**config.mk**
```make
export PLATFORM = sky130hd
export DESIGN_NAME = mgap_front
export DESIGN_NICKNAME = d
export VERILOG_FILES = /design/src/hdl/mgap_pkg.sv /design/src/hdl/mgap_front.sv
export SDC_FILE = /design/constraint.sdc
export NUM_CORES = 2
export LEC_CHECK = 0
export ABC_AREA = 1
export BUFFER_PORTS_ARGS = -buffer_cell sky130_fd_sc_hd__buf_2
export CAP_MARGIN = 40
export CORE_ASPECT_RATIO = 0.75
export CORE_MARGIN = 4
export CORE_UTILIZATION = 50
export CTS_CLUSTER_DIAMETER = 200
export DETAILED_ROUTE_END_ITERATION = 7
export GPL_TIMING_DRIVEN = 0
export HOLD_SLACK_MARGIN = 0.15
export PLACE_DENSITY = 0.67
export SKIP_CTS_REPAIR_TIMING = 1
export SYNTH_ARGS = -nofsm -noshare
export SYNTH_HDL_FRONTEND = slang
export SYNTH_SLANG_ARGS = --single-unit
```
**constraint.sdc**
```tcl
create_clock -name clk -period 13.6 [get_ports clk]
set_input_delay 2.72 -clock clk [delete_from_list [all_inputs] [get_ports clk]]
set_output_delay 2.72 -clock clk [all_outputs]
set_load 0.01 [all_outputs]
```
**src/hdl/mgap_pkg.sv**
```systemverilog
package mgap_pkg;

  // Field width of every sample and result
  localparam int DATA_WIDTH  = 16;
  // Extra fraction bits on the CORDIC vector
  localparam int GUARD_BITS  = 14;
  // Angle accumulator scale: 2^31 is pi
  localparam int ANGLE_BITS  = 32;
  localparam int ATAN_LEN    = 32;

  localparam int SQ_W        = 2 * DATA_WIDTH;
  localparam int CORDIC_W    = 2 * DATA_WIDTH + 2;
  localparam int ZACC_W      = ANGLE_BITS + 2;

  localparam int ANGLE_SHIFT  = ANGLE_BITS - DATA_WIDTH;
  localparam int ANGLE_HALF   = 1 << (ANGLE_SHIFT - 1);
  localparam int PHASE_PI     = 1 << (DATA_WIDTH - 1);
  localparam int QUARTER_TURN = 1 << (ANGLE_BITS - 2);

  typedef struct packed {
    logic signed [DATA_WIDTH-1:0] band_value;
    logic signed [DATA_WIDTH-1:0] riesz_x;
    logic signed [DATA_WIDTH-1:0] riesz_y;
  } mgap_in_t;

  typedef struct packed {
    logic [DATA_WIDTH-1:0] amplitude;
    logic [DATA_WIDTH-1:0] phase_angle;
  } mgap_out_t;

  // Squared magnitudes, front end to root pipeline
  typedef struct packed {
    logic                         valid;
    logic signed [DATA_WIDTH-1:0] band_value;
    logic [SQ_W-1:0]              rsq;
    logic [SQ_W-1:0]              ssq;
  } mgap_sq_t;

  // Rounded roots, root pipeline to CORDIC
  typedef struct packed {
    logic                         valid;
    logic signed [DATA_WIDTH-1:0] band_value;
    logic [DATA_WIDTH-1:0]        rmag;
    logic [DATA_WIDTH-1:0]        amp;
  } mgap_rt_t;

  // atan(2^-i), 2^31 = pi
  function automatic logic [ANGLE_BITS-1:0] atan_entry(input int idx);
    logic [ANGLE_BITS-1:0] val;
    case (idx)
      0:       val = 32'h20000000;
      1:       val = 32'h12E4051E;
      2:       val = 32'h09FB385B;
      3:       val = 32'h051111D4;
      4:       val = 32'h028B0D43;
      5:       val = 32'h0145D7E1;
      6:       val = 32'h00A2F61E;
      7:       val = 32'h00517C55;
      8:       val = 32'h0028BE53;
      9:       val = 32'h00145F2F;
      10:      val = 32'h000A2F98;
      11:      val = 32'h000517CC;
      12:      val = 32'h00028BE6;
      13:      val = 32'h000145F3;
      14:      val = 32'h0000A2FA;
      15:      val = 32'h0000517D;
      16:      val = 32'h000028BE;
      17:      val = 32'h0000145F;
      18:      val = 32'h00000A30;
      19:      val = 32'h00000518;
      20:      val = 32'h0000028C;
      21:      val = 32'h00000146;
      22:      val = 32'h000000A3;
      23:      val = 32'h00000051;
      24:      val = 32'h00000029;
      25:      val = 32'h00000014;
      26:      val = 32'h0000000A;
      27:      val = 32'h00000005;
      28:      val = 32'h00000003;
      29:      val = 32'h00000001;
      30:      val = 32'h00000001;
      default: val = 32'h00000000;
    endcase
    return val;
  endfunction

endpackage

```
**src/hdl/mgap_front.sv**
```systemverilog
module mgap_front (
  input  logic                clk,
  input  logic                rst_n,
  input  logic                accept,
  input  mgap_pkg::mgap_in_t  in_data,
  output mgap_pkg::mgap_sq_t  sq_o
);

  localparam int DW = mgap_pkg::DATA_WIDTH;
  localparam int SW = mgap_pkg::SQ_W;

  logic signed [SW-1:0] hp_nxt, xp_nxt, yp_nxt;
  logic                 v1_r;
  logic signed [DW-1:0] h1_r;
  logic [SW-2:0]        hsq_r, xsq_r, ysq_r;
  logic [SW-1:0]        rsq_nxt, ssq_nxt;
  mgap_pkg::mgap_sq_t   sq_r;

  assign hp_nxt = in_data.band_value * in_data.band_value;
  assign xp_nxt = in_data.riesz_x * in_data.riesz_x;
  assign yp_nxt = in_data.riesz_y * in_data.riesz_y;

  // squares are at most 2^30, so the top bit is always clear
  always_ff @(posedge clk) begin
    hsq_r <= hp_nxt[SW-2:0];
    xsq_r <= xp_nxt[SW-2:0];
    ysq_r <= yp_nxt[SW-2:0];
    h1_r  <= in_data.band_value;
  end

  assign rsq_nxt = {1'b0, xsq_r} + {1'b0, ysq_r};
  assign ssq_nxt = rsq_nxt + {1'b0, hsq_r};

  always_ff @(posedge clk) begin
    sq_r.band_value <= h1_r;
    sq_r.rsq        <= rsq_nxt;
    sq_r.ssq        <= ssq_nxt;
  end

  always_ff @(posedge clk) begin
    if (!rst_n) begin
      v1_r       <= 1'b0;
      sq_r.valid <= 1'b0;
    end else begin
      v1_r       <= accept;
      sq_r.valid <= v1_r;
    end
  end

  assign sq_o = sq_r;

endmodule

```
* After elaboration in Yosys (flattened, before gate mapping)
Cells that the tools add are included.
** Word-level totals
- Register bits :: 191
- Input bits :: 51
- Output and inout bits :: 81
- Word-level logic and storage cells :: 14
** Cells by class
- Add/subtract/negate cells :: 2
- Multipliers :: 3
** Operators with widths (number)
- 16-bit by 16-bit multiplier with 31-bit output :: 3
- 31-bit by 31-bit adder with 32-bit output :: 1
- 32-bit by 31-bit adder with 32-bit output :: 1

* Depth between registers and ports, before layout
- Word-level depth :: 2
- Depth in mapped cells :: 28
- Gate-level depth less buffers :: 26

* Worst setup path before layout
Ideal clock, no wire load.
- Path type :: input-to-reg
- From :: in in_data[1] in the netlist's numbering
- To :: reg ysq_r[30]
- Setup time :: 112 ps
- Data arrival time :: 7788 ps
- Data required time :: 13488 ps
- Path slack :: 5700 ps
- Stages on the path :: 24
- Buffers on the path :: 2
- Cell sequence :: clkbuf_1 buf_1 nand2_1 inv_1 fa_1 inv_1 fa_1 inv_1 fa_1 fa_1 fa_1 inv_1 fa_1 inv_1 ha_1 nand2_1 nor2_1 nand2_1 nor3_1 nand2_1 inv_1 nor2_1 nand2_1 nand2_1
** On the way
- Word-level cells in the longest chain between the ends :: 1
** Ends and longest elaborated chain
- start: declaration :: RTL line mgap_front.sv:5 : input mgap_pkg::mgap_in_t in_data,
- 16-bit by 16-bit multiplier with 31-bit output :: RTL line mgap_front.sv:21 : assign yp_nxt = in_data.riesz_y * in_data.riesz_y;
- via yp_nxt[30] :: RTL line mgap_front.sv:12 : logic signed [SW-1:0] hp_nxt, xp_nxt, yp_nxt;
- end signal: assignment :: RTL line mgap_front.sv:27 : ysq_r <= yp_nxt[SW-2:0];
- end: declaration :: RTL line mgap_front.sv:15 : logic [SW-2:0] hsq_r, xsq_r, ysq_r;
The timed path passes the listed nets, and every way through them passes these cells.
A chain may end at the register's enable or synchronous reset.

* Worst setup path after layout
- From :: in in_data[35] in the netlist's numbering
- To :: reg hsq_r[30]
** On the way
- Word-level cells in the longest chain between the ends :: 1
** Ends and longest elaborated chain
- 16-bit by 16-bit multiplier with 31-bit output :: RTL line mgap_front.sv:19 : assign hp_nxt = in_data.band_value * in_data.band_value;
- via hp_nxt[30] :: RTL line mgap_front.sv:12
- end signal: assignment :: RTL line mgap_front.sv:25 : hsq_r <= hp_nxt[SW-2:0];
- end: declaration :: RTL line mgap_front.sv:15
The timed path passes the listed nets, and every way through them passes these cells.

==> flow_summary_export.csv <==
group,metric,value,unit
logic_synthesis,synth_area_leaders,"fa_1 38%, inv_1 15%, nand2_1 12%",
status,status,"finished, final reports clean",
sta,relSlewSlack,0.4352,
floorplan,dieArea,77430,µm²
clock_network,root_buffer,"clkbuf_16",
global_route,grt_usage,0.2468,
drt,ant_nets,0,
setup_path,crit_path_max_fanout,10,
logic_synthesis,synth-edff-count,0,
logic_synthesis,synthesis.area,36500,µm²
clock_network,clock_latency,0.46,ns
sta,hold_viol_final,0,
clock_network,tritoncts,"done",
run,drv_cap,0,
global_route,grt-busiest-layer,"met1",
setup_path,start_kind,"input port",
setup_path,critical-path-max-stage-delay,0.61,ns
logic_synthesis,async_flop_share,0,
final_layout,syn_to_final_growth,6.510,%
floorplan,die_w,320.0,µm
place,dp_slack,4.406,ns
sta,fin_ws,4.779,ns
sta,tightest_slew,0.8472,ns
clock_network,cts_htree_levels,4,
setup_path,crit_type,"input port to flop",
setup_path,cp.arrival,9.12,ns
drt,drt_iter0_markers,2227,
clock_network,path_clk_slew,0.07,ns
drt,wl_per_cell,15.77,µm
clock_network,clk_path_buf_depth,2,
clock_network,cts.sinks,187,
sta,fmaxAchievable,113.4,MHz
sta,fin_crit,8.821,ns
floorplan,placementRows,85,
final_layout,fin_nets,5954,
setup_path,crit_buf_inv,8,
sta,skew,0.007803,ns
setup_path,cpMostUsedCell,"nand2_1",
logic_synthesis,ys_ff_latch,187,
floorplan,start_util,0.5069,
global_route,grt_pass1_vias,28870,
global_route,grt_overflow,0,
floorplan,die_h,242.0,µm
drt,drc_errors,0,
place,place_inst,5836,
drt,vias_per_cell,4.906,
global_route,grt_pass1_wl,152900,µm
setup_path,path_cells,"buf_2 > clkbuf_1 > clkbuf_1 > nand2_1 > inv_1 > fa_1 > inv_1 > fa_1 > inv_1 > fa_1 > fa_1 > fa_1 > fa_1 > ha_1 > nand2_1 > inv_1 > nand2_1 > nor3_1 > and2_1 > nand2_1 > nand2_1 > inv_1 > nand2_1 > nand2_1",
drt,drt_first_pass_iters,6,
setup_path,cp-end-kind,"flop",
sta,slew_violations,0,
logic_synthesis,syn-num-nets,5818,
logic_synthesis,syn_inst,4762,
logic_synthesis,syn_area_per_cell,7.665,µm²
logic_synthesis,ys_dominant_reg_cell,"dfxtp_1",
setup_path,cp.required,13.90,ns
sta,setup_tns,0,ns
logic_synthesis,synth.top_cell.area_share,0.3773,
setup_path,critPathTopFamily,"adder cells",
global_route,antenna_found_initial,1,
setup_path,ff2ff_setup_slack,10.23,ns
sta,finalSetupViolations,0,
sta,finalCritPeriodShare,0.6486,
final_layout,utilization,0.5399,
drt,wl,92530,µm
final_layout,drive_above_1_share,0.04520,
global_route,grt_util_met3,0.05287,
floorplan,core,72000,µm²
setup_path,crit_slowest_cell,"clkbuf_1",
drt,vias,28790,
global_route,grt_max_degree,20,
logic_synthesis,synth_cell_type_count,33,
final_layout,layoutNonFillerInstCount,5868,
place,gp_congestion,0.9518,
logic_synthesis,ys_seq_area_frac,0.1026,
sta,rsz0062_at_grt,"false",
logic_synthesis,yosysTopAreaCell,"fa_1",
floorplan,ioPinCount,132,
logic_synthesis,yosysWarnings,0,
logic_synthesis,synth.top_cells.by_count,"1423 x inv_1, 1192 x nand2_1, 688 x fa_1, 317 x ha_1, 192 x nor2_1",
worst_hold_path,hold_class,"flop to flop",
place,place_hpwl,82230,µm
global_route,met2_usage,0.3532,
final_layout,antennaDiodeCount,0,
place,port_buffers,117,
global_route,use_met1,0.3930,
logic_synthesis,synth.most_common_cell,"inv_1",
clock_network,cts_buffers,17,
==> cell usage in the layout, fill, tap and decap left out, types with 89 or more instances in the layout <==
cell	Yosys	final
nor2_1	192	192
fa_1	688	688
nand2_1	1192	1192
inv_1	1423	1423
ha_1	317	317
buf_2	3	120
a21oi_1	138	138
dfxtp_1	187	187
clkbuf_1	89	89
xor2_1	100	100
nand3_1	152	152
==> per-layer routing <==
metal / wire [µm] / part of all wire
met5: 0 / 0
met4: 801 / 0.0087
met3: 8264 / 0.089
met2: 37180 / 0.40
met1: 46290 / 0.50
==> cell type report <==
| type | count | area (µm²) |
|---|---|---|
| well taps | 957 | 1197 |
| fillers | 6922 | 33120 |
| repair buffers | 117 | 585.6 |
| flip-flops and latches | 187 | 3744 |
| inverters | 1435 | 5386 |
| multi-input cells | 3043 | 27000 |
| clock buffers | 18 | 439.2 |
| plain buffers | 97 | 367.9 |
| clock inverters | 14 | 153.9 |
==> path summary, 6_finish.rpt <==
check	startpoint	to	cells past startpoint
setup / recovery	in_data[35]	hsq_r[30]	24
hold / removal	h1_r[13]	sq_o[77]	0
setup reg to reg	xsq_r[7]	sq_o[29]	15
hold reg to reg	h1_r[13]	sq_o[77]	0
==> cell families (layout without fill, tap and decap cells) <==
group / count (synthesis) / count (layout) / share of synthesized area
compound gates: 228 / 228 / 0.03455
xor+xnor: 118 / 118 / 0.02831
fa+ha+maj: 1005 / 1005 / 0.4860
buf+inv: 1532 / 1681 / 0.1577
flops: 187 / 187 / 0.1026
simple gates: 1692 / 1692 / 0.1909
==> metrics by stage <==
| stage | area [µm²] | hold WS (ns) |
|---|---|---|
| finish | 38880 | 0.3294 |
| global route | 38880 | 0.3357 |
| CTS | 38880 | 0.3294 |
| detailed placement | 38280 | 0.3121 |
| global placement | 38280 | 0.3100 |
| floorplan | 36500 | 0.3096 |
==> state kept, by name, summed over array words and instances (netlist names) <==
name,cells
h1_r,15
v1_r,1
hsq_r,30
sq_o,81
ysq_r,30
xsq_r,30
Power is left out: the tool's default activity adds up to more than one toggle a clock period on the data nets, which glitch-free logic cannot reach.
