===== config.mk =====
export PLATFORM = sky130hd
export DESIGN_NAME = mgap_root
export DESIGN_NICKNAME = d
export VERILOG_FILES = /design/src/hdl/mgap_pkg.sv /design/src/hdl/mgap_root.sv
export SDC_FILE = /design/constraint.sdc
export NUM_CORES = 2
export LEC_CHECK = 0
export ABC_CLOCK_PERIOD_IN_PS = 8000
export BUFFER_PORTS_ARGS = -buffer_cell sky130_fd_sc_hd__clkbuf_2
export CORE_MARGIN = 4
export CORE_UTILIZATION = 60
export DETAILED_ROUTE_END_ITERATION = 8
export PLACE_DENSITY_LB_ADDON = 0.25
export SLEW_MARGIN = 5
export SYNTH_ARGS = -nofsm -noshare
export SYNTH_HDL_FRONTEND = slang
export SYNTH_SLANG_ARGS = --single-unit

===== constraint.sdc =====
create_clock -name clk -period 8 [get_ports clk]
set_clock_uncertainty 0.1 [all_clocks]
set_input_delay 1.6 -clock clk [delete_from_list [all_inputs] [get_ports clk]]
set_output_delay 1.6 -clock clk [all_outputs]
set_load 0.01 [all_outputs]

===== src/hdl/mgap_pkg.sv =====
package mgap_pkg;

  // Field width of every sample and result
  localparam int DATA_WIDTH  = 16;
  // Extra fraction bits on the CORDIC vector
  localparam int GUARD_BITS  = 14;
  // Angle accumulator scale: 2^31 is pi
  localparam int ANGLE_BITS  = 32;
  localparam int ATAN_LEN    = 32;

  localparam int SQ_W        = 2 * DATA_WIDTH;
  localparam int CORDIC_W    = 2 * DATA_WIDTH + 2;
  localparam int ZACC_W      = ANGLE_BITS + 2;

  localparam int ANGLE_SHIFT  = ANGLE_BITS - DATA_WIDTH;
  localparam int ANGLE_HALF   = 1 << (ANGLE_SHIFT - 1);
  localparam int PHASE_PI     = 1 << (DATA_WIDTH - 1);
  localparam int QUARTER_TURN = 1 << (ANGLE_BITS - 2);

  typedef struct packed {
    logic signed [DATA_WIDTH-1:0] band_value;
    logic signed [DATA_WIDTH-1:0] riesz_x;
    logic signed [DATA_WIDTH-1:0] riesz_y;
  } mgap_in_t;

  typedef struct packed {
    logic [DATA_WIDTH-1:0] amplitude;
    logic [DATA_WIDTH-1:0] phase_angle;
  } mgap_out_t;

  // Squared magnitudes, front end to root pipeline
  typedef struct packed {
    logic                         valid;
    logic signed [DATA_WIDTH-1:0] band_value;
    logic [SQ_W-1:0]              rsq;
    logic [SQ_W-1:0]              ssq;
  } mgap_sq_t;

  // Rounded roots, root pipeline to CORDIC
  typedef struct packed {
    logic                         valid;
    logic signed [DATA_WIDTH-1:0] band_value;
    logic [DATA_WIDTH-1:0]        rmag;
    logic [DATA_WIDTH-1:0]        amp;
  } mgap_rt_t;

  // atan(2^-i), 2^31 = pi
  function automatic logic [ANGLE_BITS-1:0] atan_entry(input int idx);
    logic [ANGLE_BITS-1:0] val;
    case (idx)
      0:       val = 32'h20000000;
      1:       val = 32'h12E4051E;
      2:       val = 32'h09FB385B;
      3:       val = 32'h051111D4;
      4:       val = 32'h028B0D43;
      5:       val = 32'h0145D7E1;
      6:       val = 32'h00A2F61E;
      7:       val = 32'h00517C55;
      8:       val = 32'h0028BE53;
      9:       val = 32'h00145F2F;
      10:      val = 32'h000A2F98;
      11:      val = 32'h000517CC;
      12:      val = 32'h00028BE6;
      13:      val = 32'h000145F3;
      14:      val = 32'h0000A2FA;
      15:      val = 32'h0000517D;
      16:      val = 32'h000028BE;
      17:      val = 32'h0000145F;
      18:      val = 32'h00000A30;
      19:      val = 32'h00000518;
      20:      val = 32'h0000028C;
      21:      val = 32'h00000146;
      22:      val = 32'h000000A3;
      23:      val = 32'h00000051;
      24:      val = 32'h00000029;
      25:      val = 32'h00000014;
      26:      val = 32'h0000000A;
      27:      val = 32'h00000005;
      28:      val = 32'h00000003;
      29:      val = 32'h00000001;
      30:      val = 32'h00000001;
      default: val = 32'h00000000;
    endcase
    return val;
  endfunction

endpackage


===== src/hdl/mgap_root.sv =====
module mgap_root (
  input  logic               clk,
  input  logic               rst_n,
  input  mgap_pkg::mgap_sq_t sq_i,
  output mgap_pkg::mgap_rt_t rt_o
);

  localparam int DW = mgap_pkg::DATA_WIDTH;
  localparam int RW = mgap_pkg::SQ_W;
  localparam int NS = RW / 2;

  // one result bit per step: returns {remainder, partial root}
  function automatic logic [2*RW-1:0] root_step(input logic [RW-1:0] rem,
                                                input logic [RW-1:0] res,
                                                input logic [RW-1:0] bitv);
    logic [RW:0] trial;
    trial = {1'b0, res} + {1'b0, bitv};
    if ({1'b0, rem} >= trial) begin
      return {rem - trial[RW-1:0], (res >> 1) + bitv};
    end
    return {rem, res >> 1};
  endfunction

  logic                 vld_r  [0:NS-1];
  logic signed [DW-1:0] h_r    [0:NS-1];
  logic [RW-1:0]        rrem_r [0:NS-1];
  logic [RW-1:0]        rres_r [0:NS-1];
  logic [RW-1:0]        arem_r [0:NS-1];
  logic [RW-1:0]        ares_r [0:NS-1];

  genvar k;
  generate
    for (k = 0; k < NS; k++) begin : g_step
      localparam logic [RW-1:0] STEP_BIT = {{(RW-1){1'b0}}, 1'b1} << (RW - 2 - 2 * k);
      logic                 iv;
      logic signed [DW-1:0] ih;
      logic [RW-1:0]        irrem, irres, iarem, iares;
      logic [2*RW-1:0]      r_nxt, a_nxt;

      if (k == 0) begin : g_first
        assign iv    = sq_i.valid;
        assign ih    = sq_i.band_value;
        assign irrem = sq_i.rsq;
        assign irres = '0;
        assign iarem = sq_i.ssq;
        assign iares = '0;
      end else begin : g_next
        assign iv    = vld_r[k-1];
        assign ih    = h_r[k-1];
        assign irrem = rrem_r[k-1];
        assign irres = rres_r[k-1];
        assign iarem = arem_r[k-1];
        assign iares = ares_r[k-1];
      end

      assign r_nxt = root_step(irrem, irres, STEP_BIT);
      assign a_nxt = root_step(iarem, iares, STEP_BIT);

      always_ff @(posedge clk) begin
        h_r[k]    <= ih;
        rrem_r[k] <= r_nxt[2*RW-1:RW];
        rres_r[k] <= r_nxt[RW-1:0];
        arem_r[k] <= a_nxt[2*RW-1:RW];
        ares_r[k] <= a_nxt[RW-1:0];
      end

      always_ff @(posedge clk) begin
        if (!rst_n) begin
          vld_r[k] <= 1'b0;
        end else begin
          vld_r[k] <= iv;
        end
      end
    end
  endgenerate

  // round to nearest: step up when remainder exceeds the floor root
  logic                 rup, aup;
  logic [DW-1:0]        rmag_nxt, amp_nxt;
  mgap_pkg::mgap_rt_t   rt_r;

  assign rup      = rrem_r[NS-1] > rres_r[NS-1];
  assign aup      = arem_r[NS-1] > ares_r[NS-1];
  assign rmag_nxt = rres_r[NS-1][DW-1:0] + {{(DW-1){1'b0}}, rup};
  assign amp_nxt  = ares_r[NS-1][DW-1:0] + {{(DW-1){1'b0}}, aup};

  always_ff @(posedge clk) begin
    rt_r.band_value <= h_r[NS-1];
    rt_r.rmag       <= rmag_nxt;
    rt_r.amp        <= amp_nxt;
  end

  always_ff @(posedge clk) begin
    if (!rst_n) begin
      rt_r.valid <= 1'b0;
    end else begin
      rt_r.valid <= vld_r[NS-1];
    end
  end

  assign rt_o = rt_r;

endmodule


* Word level (Yosys, flattened, before mapping)
Memories as Yosys holds them, arrays and structs flattened. A register that Yosys moved wholly into a read port is not among the register bits.
Index checks and enable logic that the tools add are counted.
** Operators by class
- Multiplexer cells :: 114
- Add/subtract/negate cells :: 94
- Magnitude comparators :: 34
- Reductions and logical operators :: 1
- Bitwise gates (word level) :: 16
** Operators by type and width (number)
- $mux 64 :: 64
- $ge 32x33->1 :: 30
- $sub 32x32->32 :: 30
- $add 32x1->33 const B :: 2
- $add 32x11->33 const B :: 2
- $add 32x13->33 const B :: 2
- $add 32x15->33 const B :: 2
- $add 32x17->33 const B :: 2
- $add 32x19->33 const B :: 2
- $add 32x21->33 const B :: 2
- $add 32x23->33 const B :: 2
- $add 32x25->33 const B :: 2
- $add 32x27->33 const B :: 2
- $add 32x29->33 const B :: 2
- $add 32x3->33 const B :: 2
- $add 32x5->33 const B :: 2
- $add 32x7->33 const B :: 2
- $add 32x9->33 const B :: 2
- $add 31x1->32 const B :: 2
- $add 31x11->32 const B :: 2
- $add 31x13->32 const B :: 2
- $add 31x15->32 const B :: 2
- $add 31x17->32 const B :: 2
- $add 31x19->32 const B :: 2
- 16 further kinds :: 93
** Word-level totals
- Memories kept :: 6
- Memory bits (writable) :: 2320
- Register bits after elaboration :: 32
** Memories
- arem_r :: depth 16, bits a word 32, read ports 16, clocked after memory_dff 0, wr ports 16, RTL line mgap_root.sv:28 : logic [RW-1:0] arem_r [0:NS-1];
- ares_r :: depth 16, bits a word 32, read ports 16, clocked after memory_dff 0, wr ports 16, RTL line mgap_root.sv:29 : logic [RW-1:0] ares_r [0:NS-1];
- rrem_r :: depth 16, bits a word 32, read ports 16, clocked after memory_dff 0, wr ports 16, RTL line mgap_root.sv:26 : logic [RW-1:0] rrem_r [0:NS-1];
- rres_r :: depth 16, bits a word 32, read ports 16, clocked after memory_dff 0, wr ports 16, RTL line mgap_root.sv:27 : logic [RW-1:0] rres_r [0:NS-1];
- h_r :: depth 16, bits a word 16, read ports 16, clocked after memory_dff 1, wr ports 16, RTL line mgap_root.sv:25 : logic signed [DW-1:0] h_r [0:NS-1];
- vld_r :: depth 16, bits a word 1, read ports 16, clocked after memory_dff 1, wr ports 16, RTL line mgap_root.sv:24 : logic vld_r [0:NS-1];

* Longest topological paths before layout
An unclocked memory read counts as a cell.
- Word-level depth :: 5
- Mapped depth :: 15

* Least setup slack after synthesis
OpenSTA, ideal clock, no wires.
- Path kind :: register to register
- From :: memory ares_r[1][174] (netlist name)
- To :: memory arem_r[1][196] (netlist name)
- Slack :: 5.149 ns
- Path buffers :: 3
- Period minus slack after synthesis :: 2.851 ns
- Cell stages (with the launch flop) :: 12
- Required time :: 7.768 ns
- Arrival :: 2.619 ns
- Setup time :: 0.132 ns
- Cell sequence :: dfxtp_1 inv_1 ha_1 clkbuf_1 nand3_1 or4_1 o31ai_1 nor3_1 inv_1 clkbuf_1 clkbuf_1 a21oi_1
** RTL lines (RTL line)
- start: declaration :: mgap_root.sv:29
- end: declaration :: mgap_root.sv:28

==> flow_summary.json <==
{
  "grt_setup_unrepaired": "no",
  "fmax_ghz": 0.2681,
  "synth_largest_area_cell": "dfxtp_1",
  "synth_nets": 5784,
  "powerDensity_mw_per_mm2": 388.5,
  "worstReg2RegStart": "ares_r[1][170]",
  "avgSynthCellArea_um2": 10.58,
  "crit_path_end": "arem_r[1][216]",
  "synth.top_cells.by_count": "dfxtp_1, inv_1, nand2_1",
  "ys_ff_latch": 1617,
  "ir_drop_mv": 0.2558,
  "finalMaxSlewViolations": 0,
  "io_pins": 132,
  "synth_top_area_frac": 0.5705,
  "status": "completed",
  "drv_cap": 0,
  "dieHeight_um": 315.5,
  "power_leakage_nw": 29.09,
  "ys.flop_type": "dfxtp_1",
  "synthMostInstantiatedCell": "dfxtp_1",
  "postRouteAntennaNets": 0,
  "crit_arrival_ps": 4270,
  "crit_path_start": "ares_r[1][170]",
  "first_iter_violations": 1605,
  "start_util": 0.6062,
  "path_clk_slew_ps": 60,
  "setup_viol": 0,
  "grt_max_degree": 34,
  "reg2reg_to": "arem_r[1][216]",
  "synth_edf_count": 0,
  "core_mm2": 0.09361,
  "area_growth_pct": 12.79,
  "synth_cells": 5361,
  "routed_via_density": 5.339,
  "synth.cell_area_mm2": 0.05674,
  "clk_latency_ps": 750,
  "hold_violations": 0,
  "ys_top_cells_by_area": "dfxtp_1, ha_1, xor2_1, xnor2_1, inv_1",
  "placementRows": 112,
  "cts_resized": 0,
  "rrSetupSlack_ps": 4270,
  "worst-setup-path-type": "reg -> reg",
  "fill_cells": 7096,
  "cp_slowest_cell": "inv_1",
  "layout.nets": 6016,
  "endpoint_kind": "flop",
  "grt_overflow_total": 0,
  "required_ps": 8540,
  "hold_path.class": "reg -> reg",
  "clock_sinks": 1617,
  "cts_tree": "done",
  "fin_total_pwr_mw": 24.86,
  "period_minus_slack_ps": 3731,
  "worst_slew_pin_slew_ps": 1141,
  "ff2ff_path_depth": 11,
  "worstPathMaxFanout": 29,
  "synth.distinct_cells": 81,
  "grt_pass1_wl_um": 178600,
  "h-tree-depth": 4,
  "cts_hold_buf": 0,
  "grt_usage": 0.2188,
  "fin_util": 0.6837,
  "root_buffer": "clkbuf_16",
  "max_slew_margin": 0.2334,
  "dp_hpwl_um": 81310,
  "vias": 37180,
  "first_pass_iters": 5,
  "crit_path_cell_trace": "inv_1, ha_1, nand4_1, a211oi_1, nor3_1, nor4b_1, nor3_1, buf_4, inv_1, nand4b_1, xnor2_1",
  "final.setup.tns_ps": 0,
  "antenna_found_initial": 1,
  "die_w_um": 315.5,
  "start_kind": "flop",
  "period_share": 0.4663,
  "postCtsSetupRepairBufs": 0,
  "critPathMaxStageDelay_ps": 700,
  "final_layout_size_suffix_gt1_frac": 0.08635,
  "wl_um": 108900,
  "clk_path_buf_depth": 3,
  "async_reset_ff_frac": 0,
  "cts_inserted_buffers": 157,
  "ys_seq_area_frac": 0.5705,
  "die-area_mm2": 0.09955,
  "portBuffers": 131,
  "worstHoldPathCells": 0,
  "place_congestion": 0.9191,
  "ff_latch_area_mm2": 0.03237,
  "multi_input_area_mm2": 0.02253,
  "post_drt_wl_per_cell_um": 15.63,
  "post-route-drc-count": 0,
  "grt_pass1_vias": 37510,
  "synth-warning-count": 0
}
==> final cells by class <==
class / count / share of cell area
timing repair buffer: 147 / 0.01212
clock buffer: 225 / 0.07138
clock inverter: 50 / 0.009678
inverter: 416 / 0.02440
tap: 1254 / 0.02452
sequential: 1617 / 0.5058
antenna: 1 / 0.00003910
multi-input combinational: 3254 / 0.3520
==> layer usage <==
layer / vias up / wire [µm] / global-route usage / share of wire
met1: 17000 / 43300 / 0.2304 / 0.40
met4: 0 / 6591 / 0.1295 / 0.061
met3: 319 / 3813 / 0.03638 / 0.035
li1: 19050 / - / - / -
met2: 824 / 55150 / 0.4090 / 0.51
met5: - / 0 / 0 / 0
==> how the worst min path moves through the flow <==
stage	from	to	slack (ps)
after floorplan	h_r[9][0]	h_r[10][0]	210
after global placement	h_r[5][11]	h_r[6][11]	210
after detailed placement	h_r[10][3]	h_r[11][3]	210
after CTS	h_r[7][4]	h_r[8][4]	220
after global routing	h_r[8][14]	h_r[9][14]	220
final	h_r[15][4]	rt_o[36]	220
==> worst max-delay path: cells and delay by family (launching register included) <==
family	cells	cell delay [ps]
buffers and inverters	3	970
flip-flops	1	320
adder cells (fa/ha/maj)	1	390
AND/OR/NAND/NOR	5	1270
XOR/XNOR	1	190
AO/OA/AOI/OAI	1	370
==> power by group <==
group,internal [mW],switching (mW),total [mW],leakage (nW)
clock network,4.28,2.96,7.24,2.54
logic,2.94,3.55,6.49,13.0
registers,9.88,1.26,11.1,13.6
==> flip-flops by register name, summed over array words and instances (netlist names) <==
signal  flops
rt_o       49
arem_r    512
vld_r      16
ares_r    136
rres_r    136
rrem_r    512
h_r       256
==> layout by cell type (no fill, tap or decap), types with 19 or more instances in the layout <==
master,synthesis,routed
and2_1,30,30
o211ai_1,30,30
nor2b_1,51,51
a21oi_1,214,214
a211oi_1,23,22
or2_2,29,29
nand3_1,85,85
nor2_1,260,260
clkbuf_1,56,33
mux2_2,42,42
inv_1,415,415
nand2_1,343,343
xnor2_1,231,231
clkbuf_2,0,131
o21ai_0,271,271
o21a_1,60,60
or4_1,27,27
or3_1,59,59
o31ai_1,47,47
dfxtp_1,1617,1617
and3_1,24,24
nand2b_1,65,65
nor4b_1,48,48
nand4b_1,20,20
ha_1,340,340
nor4_1,172,171
xor2_1,233,233
clkinv_2,0,19
clkbuf_8,0,32
clkbuf_16,0,160
nand4_1,67,67
a31oi_1,23,23
a21o_1,76,76
nor3_1,165,164
==> cell families (layout without fill, tap and decap cells) <==
kind of cell	count (synthesis)	in the layout	synth area share
DFF	1617	1617	0.5705
and+or+nand+nor	1511	1511	0.1413
AOI/OAI and AO/OA	881	881	0.09749
buffers and inverters	490	838	0.03297
xor gates and xnor gates	464	464	0.07162
adders and majority gates	340	340	0.07497
muxes	58	58	0.01116
other	0	1	0
==> stage by stage <==
stage          worst slack (ps)  instances  hold WS [ps]  instance area [µm²]
6_report                   4269       6964         219.8                64000
3_3_place_gp               4384       6688         209.6                58810
3_5_place_dp               4292       6688         212.1                58810
4_1_cts                    4279       6963         216.9                63990
2_1_floorplan              5149       5361         209.6                56740
5_1_grt                    3952       6963         222.7                63990
No activity file was read; power rests on OpenSTA's default activity.
